<file path="src/rtl/yuyv2bgr_pkg.sv">
`timescale 1ns / 1ps

package yuyv2bgr_pkg;

    localparam int PIX_W  = 8;
    localparam int COEF_W = 13;
    localparam int DIFF_W = 9;
    localparam int PROD_W = COEF_W + DIFF_W;
    localparam int SUM_W  = PROD_W + 1;
    localparam int TOT_W  = SUM_W + 1;
    localparam int FRAC_W = 11;
    localparam int ADDR_W = 4;
    localparam int DATA_W = 32;

    localparam logic [1:0] REG_RED_V   = 2'd0;
    localparam logic [1:0] REG_GREEN_U = 2'd1;
    localparam logic [1:0] REG_GREEN_V = 2'd2;
    localparam logic [1:0] REG_BLUE_U  = 2'd3;

    localparam logic signed [COEF_W-1:0] RST_RED_V   = 13'sd1437;
    localparam logic signed [COEF_W-1:0] RST_GREEN_U = -13'sd352;
    localparam logic signed [COEF_W-1:0] RST_GREEN_V = -13'sd731;
    localparam logic signed [COEF_W-1:0] RST_BLUE_U  = 13'sd1812;

    typedef logic [PIX_W-1:0]         pix_t;
    typedef logic signed [COEF_W-1:0] coef_t;
    typedef logic signed [DIFF_W-1:0] diff_t;
    typedef logic signed [PROD_W-1:0] prod_t;
    typedef logic signed [SUM_W-1:0]  sum_t;
    typedef logic signed [TOT_W-1:0]  tot_t;

    // chroma offset from mid-scale, doubled: 2*c - 255
    function automatic diff_t chroma_diff(input pix_t c);
        logic signed [DIFF_W:0] d;
        begin
            d = $signed({1'b0, c, 1'b0}) - $signed(10'sd255);
            return d[DIFF_W-1:0];
        end
    endfunction

    // luma*2048 + numerator, truncate toward zero, clamp to 0..255
    function automatic pix_t combine(input pix_t y, input sum_t num);
        tot_t total;
        begin
            total = $signed({{(TOT_W-PIX_W-FRAC_W){1'b0}}, y, {FRAC_W{1'b0}}})
                  + $signed({num[SUM_W-1], num});
            if (total[TOT_W-1])
                return '0;
            else if (total[TOT_W-2:FRAC_W+PIX_W] != '0)
                return '1;
            else
                return total[FRAC_W+PIX_W-1:FRAC_W];
        end
    endfunction

endpackage

</file>
<file path="src/rtl/yuyv_to_bgr_converter.sv">
`timescale 1ns / 1ps

// YUYV to BGR converter. Each input item is one macropixel (two lumas sharing
// one U and one V) and gives one output item holding two BGR pixels, clamped
// to 0..255; tlast carries the end-of-frame marker through unchanged. A new
// item is taken every cycle unless the output is stalled with the pipeline full;
// items pass through four register stages (chroma offset, coefficient multiply,
// green sum, luma add and clamp) to m_tvalid, the first loaded at acceptance.
// Each stage holds its item while the next is full and cannot advance, so the
// pipeline fills its bubbles under back-pressure. Coefficients are signed
// 13-bit, scaled by 1024, at byte addresses 0 (red/V), 4 (green/U), 8 (green/V),
// 12 (blue/U), and should be written only while no item is in flight.
module yuyv_to_bgr_converter
(
    input  logic                              clk,
    input  logic                              rst_n,
    input  logic                              s_tvalid,
    output logic                              s_tready,
    // luma_first, chroma_u, luma_second, chroma_v
    input  logic [31:0]                       s_tdata,
    input  logic                              s_tlast,
    output logic                              m_tvalid,
    input  logic                              m_tready,
    // blue_first, green_first, red_first, blue_second, green_second, red_second
    output logic [47:0]                       m_tdata,
    output logic                              m_tlast,
    input  logic                              psel,
    input  logic                              penable,
    input  logic                              pwrite,
    input  logic [yuyv2bgr_pkg::ADDR_W-1:0]   paddr,
    input  logic [yuyv2bgr_pkg::DATA_W-1:0]   pwdata,
    output logic [yuyv2bgr_pkg::DATA_W-1:0]   prdata,
    output logic                              pready
);

    import yuyv2bgr_pkg::*;

    coef_t coef_red_v_reg, coef_green_u_reg, coef_green_v_reg, coef_blue_u_reg;
    logic  cfg_wr;
    coef_t cfg_rd;

    logic  v1_reg, v2_reg, v3_reg, vo_reg;
    logic  rdy1, rdy2, rdy3;

    pix_t  y1_s1_reg, y2_s1_reg;
    diff_t du_s1_reg, dv_s1_reg;
    logic  fe_s1_reg;

    pix_t  y1_s2_reg, y2_s2_reg;
    prod_t pb_s2_reg, pgu_s2_reg, pgv_s2_reg, pr_s2_reg;
    logic  fe_s2_reg;

    pix_t  y1_s3_reg, y2_s3_reg;
    sum_t  nb_s3_reg, ng_s3_reg, nr_s3_reg;
    logic  fe_s3_reg;

    logic [47:0] tdata_reg, tdata_next;
    logic        tlast_reg;

    // configuration
    assign pready = 1'b1;
    assign cfg_wr = psel && penable && pwrite && pready;

    always_ff @(posedge clk or negedge rst_n)
    begin
        if (!rst_n)
        begin
            coef_red_v_reg   <= RST_RED_V;
            coef_green_u_reg <= RST_GREEN_U;
            coef_green_v_reg <= RST_GREEN_V;
            coef_blue_u_reg  <= RST_BLUE_U;
        end
        else if (cfg_wr)
        begin
            unique case (paddr[3:2])
                REG_RED_V:   coef_red_v_reg   <= pwdata[COEF_W-1:0];
                REG_GREEN_U: coef_green_u_reg <= pwdata[COEF_W-1:0];
                REG_GREEN_V: coef_green_v_reg <= pwdata[COEF_W-1:0];
                REG_BLUE_U:  coef_blue_u_reg  <= pwdata[COEF_W-1:0];
                default:     coef_red_v_reg   <= coef_red_v_reg;
            endcase
        end
    end

    always_comb
    begin
        unique case (paddr[3:2])
            REG_RED_V:   cfg_rd = coef_red_v_reg;
            REG_GREEN_U: cfg_rd = coef_green_u_reg;
            REG_GREEN_V: cfg_rd = coef_green_v_reg;
            REG_BLUE_U:  cfg_rd = coef_blue_u_reg;
            default:     cfg_rd = '0;
        endcase
    end

    assign prdata = {{(DATA_W-COEF_W){cfg_rd[COEF_W-1]}}, cfg_rd};

    // stage handshake
    assign rdy3     = !vo_reg || m_tready;
    assign rdy2     = !v3_reg || rdy3;
    assign rdy1     = !v2_reg || rdy2;
    assign s_tready = !v1_reg || rdy1;

    always_ff @(posedge clk or negedge rst_n)
    begin
        if (!rst_n)
        begin
            v1_reg <= 1'b0;
            v2_reg <= 1'b0;
            v3_reg <= 1'b0;
            vo_reg <= 1'b0;
        end
        else
        begin
            if (s_tready)
                v1_reg <= s_tvalid;
            if (rdy1)
                v2_reg <= v1_reg;
            if (rdy2)
                v3_reg <= v2_reg;
            if (rdy3)
                vo_reg <= v3_reg;
        end
    end

    // stage 1: chroma offsets
    always_ff @(posedge clk)
    begin
        if (s_tready && s_tvalid)
        begin
            y1_s1_reg <= s_tdata[7:0];
            du_s1_reg <= chroma_diff(s_tdata[15:8]);
            y2_s1_reg <= s_tdata[23:16];
            dv_s1_reg <= chroma_diff(s_tdata[31:24]);
            fe_s1_reg <= s_tlast;
        end
    end

    // stage 2: coefficient products
    always_ff @(posedge clk)
    begin
        if (rdy1 && v1_reg)
        begin
            y1_s2_reg  <= y1_s1_reg;
            y2_s2_reg  <= y2_s1_reg;
            fe_s2_reg  <= fe_s1_reg;
            pb_s2_reg  <= PROD_W'(coef_blue_u_reg * du_s1_reg);
            pgu_s2_reg <= PROD_W'(coef_green_u_reg * du_s1_reg);
            pgv_s2_reg <= PROD_W'(coef_green_v_reg * dv_s1_reg);
            pr_s2_reg  <= PROD_W'(coef_red_v_reg * dv_s1_reg);
        end
    end

    // stage 3: chroma numerators
    always_ff @(posedge clk)
    begin
        if (rdy2 && v2_reg)
        begin
            y1_s3_reg <= y1_s2_reg;
            y2_s3_reg <= y2_s2_reg;
            fe_s3_reg <= fe_s2_reg;
            nb_s3_reg <= {pb_s2_reg[PROD_W-1], pb_s2_reg};
            ng_s3_reg <= {pgu_s2_reg[PROD_W-1], pgu_s2_reg}
                       + {pgv_s2_reg[PROD_W-1], pgv_s2_reg};
            nr_s3_reg <= {pr_s2_reg[PROD_W-1], pr_s2_reg};
        end
    end

    // stage 4: luma add, truncate and clamp
    always_comb
    begin
        tdata_next[7:0]   = combine(y1_s3_reg, nb_s3_reg);
        tdata_next[15:8]  = combine(y1_s3_reg, ng_s3_reg);
        tdata_next[23:16] = combine(y1_s3_reg, nr_s3_reg);
        tdata_next[31:24] = combine(y2_s3_reg, nb_s3_reg);
        tdata_next[39:32] = combine(y2_s3_reg, ng_s3_reg);
        tdata_next[47:40] = combine(y2_s3_reg, nr_s3_reg);
    end

    always_ff @(posedge clk)
    begin
        if (rdy3 && v3_reg)
        begin
            tdata_reg <= tdata_next;
            tlast_reg <= fe_s3_reg;
        end
    end

    assign m_tvalid = vo_reg;
    assign m_tdata  = tdata_reg;
    assign m_tlast  = tlast_reg;

`ifndef ASSERT_OFF
    a_stall_only_from_output: assert property (@(posedge clk) disable iff (!rst_n)
        !s_tready |-> (m_tvalid && !m_tready))
        else $error("input stalled while output is free");

    a_last_stage_reaches_output: assert property (@(posedge clk) disable iff (!rst_n)
        (v3_reg && rdy3) |=> m_tvalid)
        else $error("item lost between last stage and output");

    a_full_pipe_when_blocked: assert property (@(posedge clk) disable iff (!rst_n)
        !s_tready |-> ($countones({v1_reg, v2_reg, v3_reg, vo_reg}) == 4))
        else $error("input stalled with a bubble in the pipeline");
`endif

endmodule
</file>
<file path="config.mk">
export PLATFORM = sky130hd
export DESIGN_NAME = yuyv_to_bgr_converter
export DESIGN_NICKNAME = d
export VERILOG_FILES = /design/src/rtl/yuyv2bgr_pkg.sv /design/src/rtl/yuyv_to_bgr_converter.sv
export SDC_FILE = /design/constraint.sdc
export NUM_CORES = 1
export LEC_CHECK = 0
export ABC_AREA = 1
export BUFFER_PORTS_ARGS = -buffer_cell sky130_fd_sc_hd__buf_4
export CORE_UTILIZATION = 64
export DETAILED_ROUTE_END_ITERATION = 16
export GPL_TIMING_DRIVEN = 0
export HOLD_SLACK_MARGIN = 0.08
export PLACE_DENSITY = 0.94
export SKIP_LAST_GASP = 1
export SYNTH_ARGS = -nofsm -noshare
export SYNTH_HDL_FRONTEND = slang
export SYNTH_SLANG_ARGS = --single-unit
</file>
<file path="constraint.sdc">
create_clock -name clk -period 5.6 [get_ports clk]
set_clock_uncertainty 0.1 [all_clocks]
set_input_delay 0.28 -clock clk [delete_from_list [all_inputs] [get_ports clk]]
set_output_delay 0.28 -clock clk [all_outputs]
set_load 0.01 [all_outputs]
</file>
==> results.tsv, run 1 <==
metric	value	unit
grt_usage	33.5	%
vias	24588	
ys_async_sr_fraction	20.6	%
routabilityCongestion	0.975	
synth_ff_type	edfxtp_1	
clock_path_buffers	3	
die_h	219	µm
syn_nets	4242	
die_w	219	µm
min_path_type	in -> reg	
cp_data_required_time	5.83	ns
maxSlewViolCount	0	
post-route-cell-area	0.0338	mm²
worstSkewPairLatency	0.61	ns
whs	0.164	ns
dpl.hpwl	61400	µm
synthMuxAreaShare	0	%
synth-edff-count	216	
place_area	0.0321	mm²
rsz0062_at_grt	yes	
end_kind	flip-flop	
synth_area	0.0302	mm²
start_kind	flip-flop	
grt_max_degree	78	
stdcell_count	4378	
coreArea	0.0466	mm²
ys_top_cells_by_area	fa_1 26%, edfxtp_1 21%, nand2_1 12%	
drtIter0Drc	2751	
postSynthAreaPerCell	8.57	µm²
grt_busiest_layer	met2	
htreeDepth	1	
final_nets	4461	
avgRoutedWirePerCell	18.0	µm
cpPeakStageDelay	0.70	ns
synth_most_common_cell	nand2_1	
synth_common_cells	931 x nand2_1, 834 x inv_1, 396 x fa_1	
start_util	64.9	%
ios	160	
grt_pass1_wl	125000	µm
cp_common_cell	inv_1	
violations	negative setup slack	
dpl.cell_count	4275	
cp_slowest_cell	fa_2	
synthXorXnorAreaFrac	2.96	%
cts_sinks	272	
max_freq	178	MHz
min_period	5.60	ns
worstPathCellList	clkbuf_4, nand2_1, inv_1, fa_2, inv_1, fa_1, inv_1, fa_1, inv_1, fa_1, inv_1, ha_1, ha_1, inv_1, nor3_2, inv_1, nor2_1, nand2_1, nand3_1, inv_1, nand3_1, nand2_1	
cts_buffers	31	
row_count	79	
grt_antenna_before_repair	0	
grt_pass1_vias	24841	
clk_pin_slew	0.08	ns
port_buffers	137	
antenna_left	0	
grtUsageMet1	41.6	%
synthSimpleGateAreaFrac	17.1	%
cts_tree	yes	
cts_root_buf	clkbuf_16	
yosysWarnings	0	
synth_top_area_cell	fa_1	
synthCells	3527	
synthAdderAreaFrac	36.3	%
slew-limit-headroom	41.5	%
overflow	0	
viasPerCell	5.62	
drive_gt1_share	9.02	%
die-area	0.0481	mm²
seq_area_frac_synth	26.2	%
grt_use_met2	55.7	%
setup_violations	1	
firstDrtPassIters	6	
ys_seq_elements	272	
cp.arrival	5.83	ns
grt_util_met3	6.56	%
routed_wl	78800	µm
crit_family	adder cells	
tightest_slew	0.878	ns
outcome	complete, but fails checks	
yosysUniqueCellTypes	47	
crit_type	reg -> reg	
crit_buf_inv	9	
crit_path_max_fanout	10	
drc	0	
synth_top_family_by_area	adder cells	
largest_register_ffs	48	
drv_cap	0	
setup_ws	-0.00379	ns
area_growth_syn_to_layout	11.7	%
hold_viol	0	
place_ws	-0.209	ns
synth.top_cell.area_share	26.2	%
antennaDiodeCount	0	
synth_compound_area_share	4.98	%
fin_crit_sh	100	%
worst reg2reg max path, stage by stage, from the launching register on:
cell and delay (ns):
edfxtp_1 0.59, clkbuf_4 0.33, nand2_1 0.10, inv_1 0.07, fa_2 0.70, inv_1 0.09, fa_1 0.49, inv_1 0.05
fa_1 0.50, inv_1 0.06, fa_1 0.52, inv_1 0.05, ha_1 0.29, ha_1 0.37, inv_1 0.11, nor3_2 0.25
inv_1 0.08, nor2_1 0.08, nand2_1 0.07, nand3_1 0.14, inv_1 0.06, nand3_1 0.08, nand2_1 0.14
layout by cell type, fill, tap and decap left out, types with 9 or more instances in the layout:
cell / instances
xnor2_1: 39
clkbuf_2: 32
clkbuf_16: 31
nand4_1: 16
dfstp_2: 25
a21oi_1: 113
nand3_1: 133
nor2_1: 128
buf_4: 174
inv_1: 832
o2111ai_1: 10
dlygate4sd3_1: 49
nor2_4: 9
xor2_1: 63
fa_1: 395
clkbuf_1: 55
nor3_1: 17
dfrtp_1: 31
nand2_1: 931
edfxtp_1: 216
ha_1: 243
o21ai_0: 92
o21bai_1: 17
layout make-up:
cell class	instances	area (µm²)
well taps	607	759
repair buffers	202	1700
flip-flops and latches	272	7920
inverters	837	3140
clock buffers	35	801
clock inverters	23	267
multi-input cells	2284	18600
fillers	3134	12800
plain buffers	118	604
worst paths after layout:
check	startpoint	endpoint	slack [ns]	cells past startpoint
max in group asynchronous	rst_n	m_tvalid	4.62	2
min reg2reg	pb_s2_reg[20]	nb_s3_reg[20]	0.31	0
max reg2reg	dv_s1_reg[5]	pgv_s2_reg[21]	-0.004	22
max	dv_s1_reg[5]	pgv_s2_reg[21]	-0.004	22
min	paddr[3]	coef_red_v_reg[12]	0.16	5
min in group asynchronous	rst_n	coef_blue_u_reg[12]	0.19	2
kinds of logic (layout without fill, tap and decap cells):
family,after synthesis,in the layout
and+or+nand+nor,1274,1274
buffers and inverters,971,1215
adders and majority gates,639,639
DFF,272,272
other,1,1
AOI/OAI and AO/OA,268,268
xor gates and xnor gates,102,102
repair_timing:
action,in CTS,in global routing
endpoints found under the setup margin,19,32
gates resized for setup,14,48
hold buffers,49,0
endpoints found under the hold margin,144,0
setup buffers,0,12
pin swaps,0,0
routing by layer:
metal	share of wire (%)	routed length [µm]
met1	36	28600
met2	47	36900
met3	11	8430
met4	6.2	4900
met5	0	0
per-stage QoR:
step	TNS (ns)	util, %
after floorplan	0	-
after global placement	-0.544	68.8
after detailed placement	-1.34	69.0
after CTS	-0.0883	72.4
after global routing	-0.211	72.6
final	-0.00379	72.6
Power of run 1 is not shown: default switching activity piles up to over one toggle a cycle in this logic, so the estimate is an artifact.
==> run 2, diff against run 1 <==
--- a/config.mk
+++ b/config.mk
@@ -16,3 +16,4 @@
 export SYNTH_ARGS = -nofsm -noshare
 export SYNTH_HDL_FRONTEND = slang
 export SYNTH_SLANG_ARGS = --single-unit
+export TNS_END_PERCENT = 5
==> run 2 against run 1 <==
  * The run now ends clean
  * Final area is essentially flat
  * Non-clock buffer count grew 1
  * Worst hold slack gained 0.00095 ns
  * Critical path type unchanged
  * Clock-buffer cell count is the same
  * Critical path depth shrank 4
  * Via count is essentially flat
  * Critical endpoint is now pb_s2_reg[21]
==> results.tsv, run 2 (synthesized netlist as in run 1, its figures left out) <==
metric	value	unit	change
cts_sinks	272		unchanged
viasPerCell	5.61		-0.11%
cp.arrival	5.78	ns	-0.05 ns
cts_buffers	31		unchanged
cp_common_cell	nand2_1		
fin_tns_setup	0	ns	+0.00379 ns
rsz0062_at_grt	yes		
firstDrtPassIters	7		+1
coreArea	0.0466	mm²	unchanged
place_area	0.0321	mm²	unchanged
cp_data_required_time	5.81	ns	-0.02 ns
die_h	219	µm	unchanged
antennaDiodeCount	0		unchanged
grt_pass1_wl	125000	µm	unchanged
die_w	219	µm	unchanged
start_kind	flip-flop		
avgRoutedWirePerCell	18.0	µm	about the same
final_nets	4462		+0.022%
row_count	79		unchanged
dpl.hpwl	61400	µm	unchanged
min_path_type	in -> reg		
drive_gt1_share	8.72	%	-0.29 points
grt_pass1_vias	24852		+0.044%
grt_antenna_before_repair	0		unchanged
post-route-cell-area	0.0338	mm²	about the same
routabilityCongestion	0.975		unchanged
cts_root_buf	clkbuf_16		
worstSkewPairLatency	0.61	ns	about the same
vias	24567		-0.085%
slew-limit-headroom	41.6	%	+0.16 points
final_cell_mix	931 x nand2_1, 832 x inv_1, 395 x fa_1		
crit_family	adder cells		
outcome	complete, no violations		
n_fill_cell	3138		+0.13%
drv_cap	0		unchanged
min_period	5.57	ns	-0.0386 ns
final_common_cell	nand2_1		
die-area	0.0481	mm²	unchanged
port_buffers	137		unchanged
clock_path_buffers	3		unchanged
drc	0		unchanged
end_kind	flip-flop		
clk_pin_slew	0.06	ns	-0.02 ns
cts_tree	yes		
overflow	0		unchanged
crit_path_max_fanout	10		unchanged
htreeDepth	1		unchanged
worstPathCellList	inv_1, clkbuf_1, nor2_1, fa_1, fa_1, fa_1, inv_1, fa_1, inv_1, ha_1, ha_1, nand2_1, nor4_1, nand2_1, nand2_1, nand2_1, nand3_1, nand2_1		
routed_wl	78800	µm	about the same
cpPeakStageDelay	0.63	ns	-0.07 ns
grt_usage	33.5	%	about the same
grt_max_degree	78		unchanged
maxSlewViolCount	0		unchanged
ios	160		unchanged
drtIter0Drc	2779		+1.0%
cp_slowest_cell	edfxtp_1		
hold_viol	0		unchanged
setup_violations	0		-1
fin_crit_sh	99.4	%	-0.69 points
antenna_left	0		unchanged
crit_buf_inv	4		-5
area_growth_syn_to_layout	11.7	%	about the same
largest_register_ffs	48		unchanged
start_util	64.9	%	unchanged
tightest_slew	0.875	ns	-0.00245 ns
max_freq	180	MHz	+0.69%
crit_type	reg -> reg		
==> run 2: through the flow <==
step	cells	hold slack [ns]	utilization [%]	setup slack, ns
finish	4379	0.165	72.5	0.0349
global route	4379	0.205	72.5	-0.184
CTS	4381	0.130	72.4	-0.0946
detailed placement	4275	0.291	69.0	-0.209
global placement	4271	0.288	68.8	-0.111
floorplan	3527	-0.116	-	0.757
==> run 2: layout make-up <==
class,instances,area (µm²),share of cell area (%)
multi-input cells,2284,18600,55.0
flip-flops and latches,272,7920,23.5
inverters,837,3140,9.31
repair buffers,200,1690,5.00
clock buffers,35,801,2.37
well taps,607,759,2.25
plain buffers,121,604,1.79
clock inverters,23,267,0.789
==> run 2: repair_timing <==
item,in CTS,in global routing
endpoints found under the hold margin,144,0
hold buffers,49,0
buffers inserted,0,10
endpoints found under the setup margin,19,32
gates resized for setup,9,39
==> run 2: routing by layer <==
metal  routed length [µm]  up-vias  part of all wire [%]  GRT usage, %
met4                 4740        0                   6.0          16.9
met1                28600    11522                    36          41.4
met2                37000     1557                    47          55.8
li1                     -    11127                     -             -
met5                    0        -                     0             0
met3                 8430      361                    11          6.87
==> run 2: worst register-to-register path: stages, from the launching register on <==
cell	delay, ns
edfxtp_1	0.63
inv_1	0.32
clkbuf_1	0.42
nor2_1	0.12
fa_1	0.55
fa_1	0.44
fa_1	0.50
inv_1	0.05
fa_1	0.52
inv_1	0.06
ha_1	0.28
ha_1	0.38
nand2_1	0.16
nor4_1	0.29
nand2_1	0.09
nand2_1	0.11
nand2_1	0.09
nand3_1	0.07
nand2_1	0.11
==> run 2: worst paths after layout <==
| path | startpoint | endpoint | slack (ns) | depth (start not counted) |
|---|---|---|---|---|
| max | du_s1_reg[8] | pb_s2_reg[21] | 0.03 | 18 |
| min | paddr[3] | coef_red_v_reg[12] | 0.17 | 5 |
| max reg2reg | du_s1_reg[8] | pb_s2_reg[21] | 0.03 | 18 |
| min reg2reg | y2_s2_reg[2] | y2_s3_reg[2] | 0.32 | 0 |
| max in group asynchronous | rst_n | m_tvalid | 4.66 | 2 |
| min in group asynchronous | rst_n | coef_blue_u_reg[12] | 0.20 | 2 |
Power of run 2 is left out for the same reason.
